--- config.mk ---
export PLATFORM = sky130hd
export DESIGN_NAME = coin_dispense_supervisor_core
export DESIGN_NICKNAME = d
export VERILOG_FILES = /design/src/rtl/cds_pkg.sv /design/src/rtl/coin_dispense_supervisor_core.sv
export SDC_FILE = /design/constraint.sdc
export NUM_CORES = 1
export LEC_CHECK = 0
export BUFFER_PORTS_ARGS = -buffer_cell sky130_fd_sc_hd__buf_4
export CORE_UTILIZATION = 56
export DETAILED_ROUTE_END_ITERATION = 8
export PLACE_DENSITY = 0.78
export SLEW_MARGIN = 40
export SYNTH_ARGS = -nofsm -noshare
export SYNTH_HDL_FRONTEND = slang
export SYNTH_SLANG_ARGS = --single-unit
--- constraint.sdc ---
create_clock -name clk -period 5.8 [get_ports clk]
set_input_delay 0.58 -clock clk [delete_from_list [all_inputs] [get_ports clk]]
set_output_delay 0.58 -clock clk [all_outputs]
set_load 0.05 [all_outputs]
--- src/rtl/cds_pkg.sv ---
// Coin dispense supervisor package: word types, phase encoding, register
// indexes, finish reason codes and fixed timing constants.
// No dependencies.
package cds_pkg;

	// Field widths
	localparam int unsigned TIMEOUT_W = 22;
	localparam int unsigned MSPC_W    = 14;
	localparam int unsigned RETRY_W   = 4;
	localparam int unsigned TICK16_W  = 16;
	localparam int unsigned COIN_W    = 8;
	localparam int unsigned PULSE_W   = 16;
	localparam int unsigned PHTMR_W   = 17;
	localparam int unsigned CFG_IDX_W = 3;
	localparam int unsigned CFG_DAT_W = 22;

	// Register indexes on the configuration port
	localparam logic [CFG_IDX_W-1:0] REG_HARD_TIMEOUT = 3'd0;
	localparam logic [CFG_IDX_W-1:0] REG_MS_PER_COIN  = 3'd1;
	localparam logic [CFG_IDX_W-1:0] REG_MAX_RETRIES  = 3'd2;
	localparam logic [CFG_IDX_W-1:0] REG_SETTLE_MS    = 3'd3;
	localparam logic [CFG_IDX_W-1:0] REG_JAM_MS       = 3'd4;

	// Register reset values
	localparam logic [TIMEOUT_W-1:0] HARD_TIMEOUT_RST = 22'd10000;
	localparam logic [MSPC_W-1:0]    MS_PER_COIN_RST  = 14'd1000;
	localparam logic [RETRY_W-1:0]   MAX_RETRIES_RST  = 4'd2;
	localparam logic [TICK16_W-1:0]  SETTLE_MS_RST    = 16'd100;
	localparam logic [TICK16_W-1:0]  JAM_MS_RST       = 16'd1500;

	// Fixed timing
	localparam logic [TIMEOUT_W:0]   BUDGET_EXTRA_MS = 23'd500;
	localparam logic [PHTMR_W-1:0]   BACKOFF_MS      = 17'd100;

	// Command codes
	localparam logic CMD_TICK  = 1'b0;
	localparam logic CMD_START = 1'b1;

	// Finish reasons
	localparam logic [1:0] REASON_OK      = 2'd0;
	localparam logic [1:0] REASON_JAM     = 2'd1;
	localparam logic [1:0] REASON_PARTIAL = 2'd2;
	localparam logic [1:0] REASON_TIMEOUT = 2'd3;

	typedef enum logic [1:0] {
		PH_IDLE    = 2'd0,
		PH_SETTLE  = 2'd1,
		PH_RUN     = 2'd2,
		PH_BACKOFF = 2'd3
	} phase_t;

	typedef struct packed {
		logic               cmd;
		logic [COIN_W-1:0]  coins;
		logic [PULSE_W-1:0] pulse_count;
		logic [COIN_W-1:0]  coin_count;
	} in_word_t;

	typedef struct packed {
		logic                 motor_on;
		logic                 clear_counters;
		logic                 busy_res;
		logic                 done_res;
		logic                 success;
		logic [1:0]           reason;
		logic [COIN_W-1:0]    dispensed;
		logic [PULSE_W-1:0]   pulses;
		logic [RETRY_W-1:0]   retries;
		logic [TIMEOUT_W-1:0] elapsed_ticks;
	} out_word_t;

endpackage

--- src/rtl/coin_dispense_supervisor_core.sv ---
// Coin dispense supervisor top level: input register, phase sequencer with
// its timers, result register and configuration registers.
// Depends on cds_pkg.

// Takes one word per clock cycle on the input channel while the output side is
// not stalled and gives exactly one result word for each. A word is held in the
// input register, and its result is loaded into the output register when that
// register is free or draining; throughput is one word per cycle while the
// output side is not stalled. The per-word path is one 8x14 multiply for
// the time budget plus the timer increments and compares of the sequencer.
// Configuration writes take effect on the next edge and are meant for idle.
module coin_dispense_supervisor_core (
	input  logic                                 clk,
	input  logic                                 arst_n,
	input  logic                                 cfg_write,
	input  logic [cds_pkg::CFG_IDX_W-1:0]        cfg_index,
	input  logic [cds_pkg::CFG_DAT_W-1:0]        cfg_data,
	input  logic                                 in_valid,
	output logic                                 in_stall,
	input  cds_pkg::in_word_t                    in_data,
	output logic                                 out_valid,
	input  logic                                 out_stall,
	output cds_pkg::out_word_t                   out_data
);

	localparam logic [cds_pkg::TIMEOUT_W-1:0] ELAPSED_MAX = '1;
	localparam logic [cds_pkg::TICK16_W-1:0]  QUIET_MAX   = '1;
	localparam logic [cds_pkg::PHTMR_W-1:0]   PHTMR_MAX   = '1;

	// Configuration registers
	logic [cds_pkg::TIMEOUT_W-1:0] hard_timeout_q;
	logic [cds_pkg::MSPC_W-1:0]    ms_per_coin_q;
	logic [cds_pkg::RETRY_W-1:0]   max_retries_q;
	logic [cds_pkg::TICK16_W-1:0]  settle_ms_q;
	logic [cds_pkg::TICK16_W-1:0]  jam_ms_q;

	// Sequencer state
	cds_pkg::phase_t               phase_q, phase_d;
	logic [cds_pkg::COIN_W-1:0]    requested_q, requested_d;
	logic [cds_pkg::RETRY_W-1:0]   attempt_q, attempt_d;
	logic [cds_pkg::PHTMR_W-1:0]   phase_timer_q, phase_timer_d;
	logic [cds_pkg::TICK16_W-1:0]  quiet_q, quiet_d;
	logic [cds_pkg::TIMEOUT_W-1:0] elapsed_q, elapsed_d;
	logic [cds_pkg::TIMEOUT_W-1:0] budget_q, budget_d;
	logic [cds_pkg::PULSE_W-1:0]   last_pulses_q, last_pulses_d;

	// Pipeline registers
	logic                          valid_s1;
	cds_pkg::in_word_t             word_s1;
	logic                          out_valid_q;
	cds_pkg::out_word_t            out_word_q, res;

	logic advance;

	// Advance the input register when the result slot is free or draining
	assign advance   = valid_s1 && (!out_valid_q || !out_stall);
	assign in_stall  = valid_s1 && !advance;
	assign out_valid = out_valid_q;
	assign out_data  = out_word_q;

	// Write configuration registers
	always_ff @(posedge clk or negedge arst_n) begin
		if (!arst_n) begin
			hard_timeout_q <= cds_pkg::HARD_TIMEOUT_RST;
			ms_per_coin_q  <= cds_pkg::MS_PER_COIN_RST;
			max_retries_q  <= cds_pkg::MAX_RETRIES_RST;
			settle_ms_q    <= cds_pkg::SETTLE_MS_RST;
			jam_ms_q       <= cds_pkg::JAM_MS_RST;
		end else if (cfg_write) begin
			unique case (cfg_index)
				cds_pkg::REG_HARD_TIMEOUT: hard_timeout_q <= cfg_data;
				cds_pkg::REG_MS_PER_COIN:  ms_per_coin_q  <= cfg_data[cds_pkg::MSPC_W-1:0];
				cds_pkg::REG_MAX_RETRIES:  max_retries_q  <= cfg_data[cds_pkg::RETRY_W-1:0];
				cds_pkg::REG_SETTLE_MS:    settle_ms_q    <= cfg_data[cds_pkg::TICK16_W-1:0];
				cds_pkg::REG_JAM_MS:       jam_ms_q       <= cfg_data[cds_pkg::TICK16_W-1:0];
				default: ;
			endcase
		end
	end

	// Budget for a start word: max(hard timeout, coins*ms_per_coin + 500), saturated
	logic [cds_pkg::TIMEOUT_W-1:0] coin_prod;
	logic [cds_pkg::TIMEOUT_W:0]   budget_sum;
	logic [cds_pkg::TIMEOUT_W-1:0] budget_new;

	assign coin_prod  = cds_pkg::TIMEOUT_W'(word_s1.coins)
	                  * cds_pkg::TIMEOUT_W'(ms_per_coin_q);
	assign budget_sum = {1'b0, coin_prod} + cds_pkg::BUDGET_EXTRA_MS;

	always_comb begin
		if (budget_sum < {1'b0, hard_timeout_q}) begin
			budget_new = hard_timeout_q;
		end else if (budget_sum[cds_pkg::TIMEOUT_W]) begin
			budget_new = ELAPSED_MAX;
		end else begin
			budget_new = budget_sum[cds_pkg::TIMEOUT_W-1:0];
		end
	end

	// Shared timer increments and run checks
	logic                          is_start;
	logic [cds_pkg::TIMEOUT_W-1:0] elapsed_inc;
	logic [cds_pkg::PHTMR_W-1:0]   phase_timer_inc;
	logic [cds_pkg::TICK16_W-1:0]  quiet_eff;
	logic                          pulse_moved;
	logic                          settle_done, backoff_done, do_checks;
	logic                          coins_ok, jammed, can_retry, over_budget;

	assign is_start        = (word_s1.cmd == cds_pkg::CMD_START);
	assign elapsed_inc     = (elapsed_q != ELAPSED_MAX) ? elapsed_q + 1'b1 : elapsed_q;
	assign phase_timer_inc = (phase_timer_q != PHTMR_MAX) ? phase_timer_q + 1'b1
	                                                      : phase_timer_q;
	assign settle_done     = (phase_timer_inc >= {1'b0, settle_ms_q});
	assign backoff_done    = (phase_timer_inc >= cds_pkg::BACKOFF_MS);
	assign pulse_moved     = (word_s1.pulse_count != last_pulses_q);
	assign do_checks       = (phase_q == cds_pkg::PH_RUN)
	                      || (phase_q == cds_pkg::PH_SETTLE && settle_done);

	// Quiet time as seen by the checks: zero on run entry or pulse movement
	always_comb begin
		if (phase_q == cds_pkg::PH_SETTLE || pulse_moved) begin
			quiet_eff = '0;
		end else if (quiet_q != QUIET_MAX) begin
			quiet_eff = quiet_q + 1'b1;
		end else begin
			quiet_eff = quiet_q;
		end
	end

	assign coins_ok    = (word_s1.coin_count >= requested_q);
	assign jammed      = (quiet_eff >= jam_ms_q);
	assign can_retry   = (attempt_q < max_retries_q);
	assign over_budget = (elapsed_inc >= budget_q);

	// Next phase
	always_comb begin
		phase_d = phase_q;
		if (is_start) begin
			phase_d = cds_pkg::PH_SETTLE;
		end else begin
			unique case (phase_q)
				cds_pkg::PH_IDLE: phase_d = cds_pkg::PH_IDLE;
				cds_pkg::PH_BACKOFF: begin
					if (backoff_done) phase_d = cds_pkg::PH_SETTLE;
				end
				cds_pkg::PH_SETTLE, cds_pkg::PH_RUN: begin
					if (do_checks) begin
						priority if (coins_ok) begin
							phase_d = cds_pkg::PH_IDLE;
						end else if (jammed) begin
							phase_d = can_retry ? cds_pkg::PH_BACKOFF : cds_pkg::PH_IDLE;
						end else if (over_budget) begin
							phase_d = cds_pkg::PH_IDLE;
						end else begin
							phase_d = cds_pkg::PH_RUN;
						end
					end
				end
				default: phase_d = cds_pkg::PH_IDLE;
			endcase
		end
	end

	// Datapath updates and result word
	always_comb begin
		requested_d   = requested_q;
		attempt_d     = attempt_q;
		phase_timer_d = phase_timer_q;
		quiet_d       = quiet_q;
		elapsed_d     = elapsed_q;
		budget_d      = budget_q;
		last_pulses_d = last_pulses_q;
		res           = '0;

		if (is_start) begin
			budget_d           = budget_new;
			requested_d        = word_s1.coins;
			attempt_d          = '0;
			elapsed_d          = '0;
			phase_timer_d      = '0;
			quiet_d            = '0;
			last_pulses_d      = '0;
			res.motor_on       = 1'b1;
			res.clear_counters = 1'b1;
			res.busy_res       = 1'b1;
		end else if (phase_q != cds_pkg::PH_IDLE) begin
			elapsed_d = elapsed_inc;
			if (phase_q == cds_pkg::PH_BACKOFF) begin
				res.busy_res = 1'b1;
				if (backoff_done) begin
					attempt_d          = attempt_q + 1'b1;
					phase_timer_d      = '0;
					res.motor_on       = 1'b1;
					res.clear_counters = 1'b1;
				end else begin
					phase_timer_d = phase_timer_inc;
				end
			end else if (!do_checks) begin
				// Still settling
				phase_timer_d = phase_timer_inc;
				res.motor_on  = 1'b1;
				res.busy_res  = 1'b1;
			end else begin
				if (phase_q == cds_pkg::PH_SETTLE) begin
					phase_timer_d = phase_timer_inc;
					last_pulses_d = word_s1.pulse_count;
				end else if (pulse_moved) begin
					last_pulses_d = word_s1.pulse_count;
				end
				quiet_d = quiet_eff;

				// Finish fields, qualified by done_res below
				res.dispensed     = word_s1.coin_count;
				res.pulses        = word_s1.pulse_count;
				res.retries       = attempt_q;
				res.elapsed_ticks = elapsed_inc;

				priority if (coins_ok) begin
					res.done_res = 1'b1;
					res.success  = 1'b1;
					res.reason   = cds_pkg::REASON_OK;
				end else if (jammed && can_retry) begin
					phase_timer_d = '0;
					res.busy_res  = 1'b1;
				end else if (jammed) begin
					res.done_res = 1'b1;
					res.reason   = (word_s1.coin_count != '0) ? cds_pkg::REASON_PARTIAL
					                                          : cds_pkg::REASON_JAM;
				end else if (over_budget) begin
					res.done_res = 1'b1;
					res.reason   = (word_s1.coin_count != '0) ? cds_pkg::REASON_PARTIAL
					                                          : cds_pkg::REASON_TIMEOUT;
				end else begin
					res.motor_on = 1'b1;
					res.busy_res = 1'b1;
				end

				// Drop finish fields when not finished
				if (!res.done_res) begin
					res.dispensed     = '0;
					res.pulses        = '0;
					res.retries       = '0;
					res.elapsed_ticks = '0;
				end
			end
		end
	end

	// Hold the input word
	always_ff @(posedge clk or negedge arst_n) begin
		if (!arst_n) begin
			valid_s1 <= 1'b0;
		end else if (!in_stall) begin
			valid_s1 <= in_valid;
		end
	end

	always_ff @(posedge clk) begin
		if (in_valid && !in_stall) begin
			word_s1 <= in_data;
		end
	end

	// Advance sequencer state
	always_ff @(posedge clk or negedge arst_n) begin
		if (!arst_n) begin
			phase_q       <= cds_pkg::PH_IDLE;
			requested_q   <= '0;
			attempt_q     <= '0;
			phase_timer_q <= '0;
			quiet_q       <= '0;
			elapsed_q     <= '0;
			budget_q      <= '0;
			last_pulses_q <= '0;
		end else if (advance) begin
			phase_q       <= phase_d;
			requested_q   <= requested_d;
			attempt_q     <= attempt_d;
			phase_timer_q <= phase_timer_d;
			quiet_q       <= quiet_d;
			elapsed_q     <= elapsed_d;
			budget_q      <= budget_d;
			last_pulses_q <= last_pulses_d;
		end
	end

	// Result register
	always_ff @(posedge clk or negedge arst_n) begin
		if (!arst_n) begin
			out_valid_q <= 1'b0;
		end else if (advance) begin
			out_valid_q <= 1'b1;
		end else if (!out_stall) begin
			out_valid_q <= 1'b0;
		end
	end

	always_ff @(posedge clk) begin
		if (advance) begin
			out_word_q <= res;
		end
	end

endmodule
### Yosys cells after proc, flatten, opt, wreduce, memory -nomap -nowiden

Index checks and enable logic that the tools add are counted.

| storage, ports and cells | value |
|---|---|
| bits in latches | 0 |
| RAM bits | 0 |
| bits in registers | 271 |
| ROM bits | 0 |
| bits of input ports | 63 |
| memories | 0 |

| cells by class | value |
|---|---|
| equality and inequality tests | 15 |
| add/subtract/negate cells | 5 |
| bitwise operators | 3 |
| muxes and demuxes | 71 |
| reduce and logical (&&, ||, !) cells | 36 |
| multiply operators | 1 |
| magnitude comparators | 7 |
| div/mod/pow operators | 0 |
| shift operators | 0 |

Operators by type and width:

| kind | number |
|---|---|
| $mux 16 | 12 |
| $mux 17 | 9 |
| $mux 22 | 5 |
| $mux 54 | 2 |
| $mux 57 | 1 |
| $mux 50 | 1 |
| $mux 2 | 13 |
| $add 22x9->23 const B | 1 |
| $lt 23x22->1 | 1 |
| $mux 1 | 23 |
| $add 22x1->22 const B | 1 |
| $ge 22x22->1 | 1 |
| $mul 8x14->22 | 1 |
| $ne 22x22->1 const B | 1 |
| $add 17x1->17 const B | 1 |
| $ge 17x16->1 | 1 |
| $ge 17x7->1 const B | 1 |
| $ne 17x17->1 const B | 1 |
| $add 16x1->16 const B | 1 |
| $ge 16x16->1 | 1 |
| $mux 4 | 4 |
| $ne 16x16->1 | 1 |
| $ne 16x16->1 const B | 1 |
| $reduce_and 2->1 | 7 |
| other kinds (28) | 47 |

### Depth between registers and ports, before layout

| logic depth | value |
|---|---|
| depth after elaboration | 15 |
| mapped depth | 28 |
| depth with buffers taken out | 26 |

### Least setup slack after synthesis

No wires, ideal clock.

| timing | value |
|---|---|
| path kind | register to register |
| start | reg word_s1[28] (netlist bit) |
| end | reg budget_q[1] (netlist bit) |
| arrival time | 6.278 ns |
| required time | 5.711 ns |
| path slack | -0.567 ns |
| library setup time | 0.089 ns |
| cell stages (with the launch flop) | 26 |
| cell sequence | edfxtp_1 -> clkbuf_1 -> and2_1 -> fa_1 -> fa_1 -> fa_1 -> inv_1 -> fa_1 -> inv_1 -> ha_1 -> a21o_1 -> a21oi_1 -> nand4_1 -> and2_1 -> a41oi_1 -> mux2i_1 -> or2_2 -> ha_1 -> a21o_1 -> a211o_1 -> a211oi_1 -> a31oi_1 -> clkbuf_1 -> nor2_1 -> a21oi_1 -> a22oi_1 |

| on the way | value |
|---|---|
| longest elaborated chain between the ends | 4 |
| elaborated cells on any way between the ends | 5 |

RTL lines:

| item | line | RTL |
|---|---|---|
| start: declaration | coin_dispense_supervisor_core.sv:49 | `cds_pkg::in_word_t word_s1;` |
| start signal: assignment | coin_dispense_supervisor_core.sv:260 | `word_s1 <= in_data;` |
| $mul 8x14->22 * | coin_dispense_supervisor_core.sv:87 | `* cds_pkg::TIMEOUT_W'(ms_per_coin_q);` |
| $add 22x9->23 * | coin_dispense_supervisor_core.sv:88 | `assign budget_sum = {1'b0, coin_prod} + cds_pkg::BUDGET_EXTRA_MS;` |
| $lt 23x22->1 or $mux 22 (tied branches) | coin_dispense_supervisor_core.sv:91, coin_dispense_supervisor_core.sv:93 |  |
| $mux 22 * | coin_dispense_supervisor_core.sv:91 | `if (budget_sum < {1'b0, hard_timeout_q}) begin` |
| end signal: assignment | coin_dispense_supervisor_core.sv:282 | `budget_q <= budget_d;` |
| end: declaration | coin_dispense_supervisor_core.sv:44 | `logic [cds_pkg::TIMEOUT_W-1:0] budget_q, budget_d;` |

Every way passes the cells marked *; elsewhere a longest branch is shown, timed or not.
A chain may end at the register's enable or synchronous reset.

### Worst setup path in the final report

| timing | value |
|---|---|
| start | reg word_s1[28] (netlist bit) |
| end | reg budget_q[5] (netlist bit) |

Same word-level chain as after synthesis.

==> impl_metrics.ini <==
[outcome]
status = complete, but fails checks
violations = setup timing

[route]
drt_iter0_drc = 1376
routed_wl_mm = 47.8
dr.pass1.iters = 5
drc = 0
via_per_inst = 5.79
ant_nets = 0
via_count = 15100
wl_per_cell_um = 18.3

[layout]
area_growth_pct = 20.6
design_area_um2 = 22300
drive_gt1_share_pct = 22.2
diodes = 0
layout_commonest_cell = buf_4
fillCellCount = 2463
layout_common_cells = 258 x buf_4, 211 x inv_1, 207 x nand2_1
nets = 2431

[floorplan]
die_w_um = 184
io_pins = 122
die_area_um2 = 33800
start_util_pct = 56.9
die_h_um = 184
fp-row-count = 66
core_area_um2 = 32500

[power]
p_int_mw = 8.45
p_comb_share_pct = 70.5
powerDensity_nw_per_um2 = 674
power.leakage_nw = 10.5
p_clk_share_pct = 12.6
p_switching_mw = 6.60
vdd_ir_drop_max_mv = 0.738
p_sw_share_pct = 43.8
pwr-share-seq_pct = 16.9

[global_routing]
grt_max_degree = 95
grt_usage_pct = 28.0
antenna_found_initial = 0
grt_pass1_vias = 14600
grt_pass1_wl_mm = 74.8
grt.overflow.total = 0

[sta]
finalClockSkew_ns = 0.00920
fin_ws_ns = -0.487
finalSetupViolations = 22
tightestPinTransition_ns = 0.854
max_freq_mhz = 159
drv_slew = 0
slew_headroom_pct = 43.1
post-route-min-period_ns = 6.29
rsz0062_at_grt = true
finalHoldViolCount = 0
finalCritPeriodShare_pct = 108

[placement]
hpwl_mm = 34.0
io_buffers = 121
place_area_um2 = 20700
globalplace.congestion = 0.925
dp_slack_ns = -0.506

[yosys]
synth.avg_cell_area_um2 = 9.58
netlist_top_cells_area = dfrtp_1 22%, edfxtp_1 15%, ha_1 9.6%
synth-compound-area-share_pct = 13.6
ys_warn_count = 0
yosysUniqueCellTypes = 71
synthesis.nets = 2214
synth_ff_type = dfrtp_1
syn-instance-count = 1932
synth_xor_area_share_pct = 3.36
yosysSeqAreaShare_pct = 39.2
synth_edf_count = 90
synth_top_family_by_area = adder cells
synth_area_um2 = 18500
ys_async_sr_fraction_pct = 66.8
synth_largest_area_cell = dfrtp_1
synth-simple-area-share_pct = 16.6
synthMuxAreaShare_pct = 2.78
synthAdderAreaFrac_pct = 17.9
ys_ff_latch = 271
synth_top_area_share_pct = 21.5

[worst_setup_path]
arrival_ns = 6.77
critPathKind = reg -> reg
rr_startpoint = word_s1[28]
required_ns = 6.29
path_max_fanout = 8
critPathMaxStageDelay_ns = 0.57
r2r_setup_slack_ns = -0.49
critPathLaunch = word_s1[28]
cp-endpoint = budget_q[5]
worstReg2RegEnd = budget_q[5]
ff2ff_path_depth = 26
worstSetupStartpointType = flip-flop
end_kind = flip-flop
cp_slowest_cell = fa_2

[clock_tree]
root_buffer = clkbuf_16
tritoncts = built
path_clk_slew_ns = 0.06
cts_inserted_buffers = 30
htreeDepth = 1
clk_path_buf_depth = 3
clock_sinks = 271
clk_latency_ns = 0.58

[min_path]
hp-class = in -> reg

[run]
cap_violations = 0
## layout make-up
| type | count | area [um2] | share of cell area [%] |
|---|---|---|---|
| repair buffers | 274 | 2180 | 9.76 |
| inverters | 217 | 815 | 3.65 |
| clock buffers | 39 | 836 | 3.75 |
| well taps | 442 | 553 | 2.48 |
| flip-flops and latches | 271 | 7260 | 32.5 |
| clock inverters | 17 | 151 | 0.678 |
| multi-input cells | 1355 | 10500 | 47.1 |
## through the flow
stage / hold slack [ns] / util [%] / TNS [ns] / total power [mW] / std cells
after global placement: 0.473 / 63.5 / -6.31 / 11.0 / 2523
after detailed placement: 0.483 / 63.6 / -10.64 / 11.4 / 2523
after CTS: 0.0396 / 67.3 / -8.04 / 13.7 / 2598
final: 0.175 / 68.6 / -9.23 / 15.0 / 2615
after global routing: 0.152 / 68.6 / -14.33 / 16.2 / 2615
after floorplan: 0.284 / - / -2.18 / 8.43 / 1932
## registers in the layout, summed over array words and instances, names as in the netlist, 8 cells and up
register,cells
jam_ms_q,16
hard_timeout_q,22
word_s1,32
last_pulses_q,16
elapsed_q,22
out_data,57
requested_q,8
quiet_q,16
settle_ms_q,16
budget_q,22
ms_per_coin_q,14
phase_timer_q,17
## worst min-delay path by stage
stage | from | endpoint | slack, ns | depth (start not counted)
finish | in_data[31] | word_s1[31] | 0.18 | 1
global route | in_data[8] | word_s1[8] | 0.15 | 1
CTS | arst_n | elapsed_q[21] | 0.04 | 1
detailed placement | valid_s1 | out_valid | 0.48 | 1
global placement | elapsed_q[9] | elapsed_q[9] | 0.47 | 1
floorplan | arst_n | attempt_q[0] | 0.28 | 0
## cell families (layout without fill, tap and decap cells)
kind of cell / Yosys count / in the layout
adders and majority gates: 219 / 219
DFF: 271 / 271
buffers and inverters: 306 / 547
AOI/OAI and AO/OA: 392 / 392
xor gates and xnor gates: 71 / 71
and+or+nand+nor: 626 / 626
muxes: 47 / 47
## routing by layer
| layer | global-route usage (%) | vias up | share of wire, % |
|---|---|---|---|
| met1 | 37.8 | 7381 | 42 |
| met2 | 46.5 | 552 | 48 |
| met3 | 4.10 | 109 | 6.3 |
| met5 | 0 | - | 0 |
| li1 | - | 7089 | - |
| met4 | 9.30 | 0 | 3.5 |
## power by group through the flow
stage	registers, mW	clock network [mW]	logic (mW)
CTS	2.54	1.92	9.29
detailed placement	2.57	0	8.81
floorplan	2.65	0	5.78
global route	2.58	1.99	11.6
finish	2.55	1.89	10.6
global placement	2.56	0	8.44
## synthesized netlist by cell type, drive strengths merged (34+ instances only)
master  instances
fa             77
edfxtp         90
nand3          40
and3           68
xnor2          37
inv           217
dfrtp         159
mux2           35
a21oi          73
and2           89
xor2           34
o21ai         146
nor2          104
clkbuf         75
nand2         209
nand4          35
ha            142
## worst max-delay path, delay by kind of cell, from the launching register on
kind,cells,cell delay [ns]
buffers and inverters,7,0.84
and+or+nand+nor,3,0.30
xor gates and xnor gates,1,0.18
AOI/OAI and AO/OA,9,2.11
DFF,1,0.48
adders and majority gates,6,2.27
## what timing repair did
action / in CTS / in global routing
cloned: 1 / 4
resized for setup: 15 / 57
endpoints found under the setup margin: 22 / 22
hold buffers: 0 / 1
setup buffers: 18 / 11
pin swaps: 6 / 49
endpoints found under the hold margin: 0 / 19
Note: power is estimated with default switching activity, not from simulation.
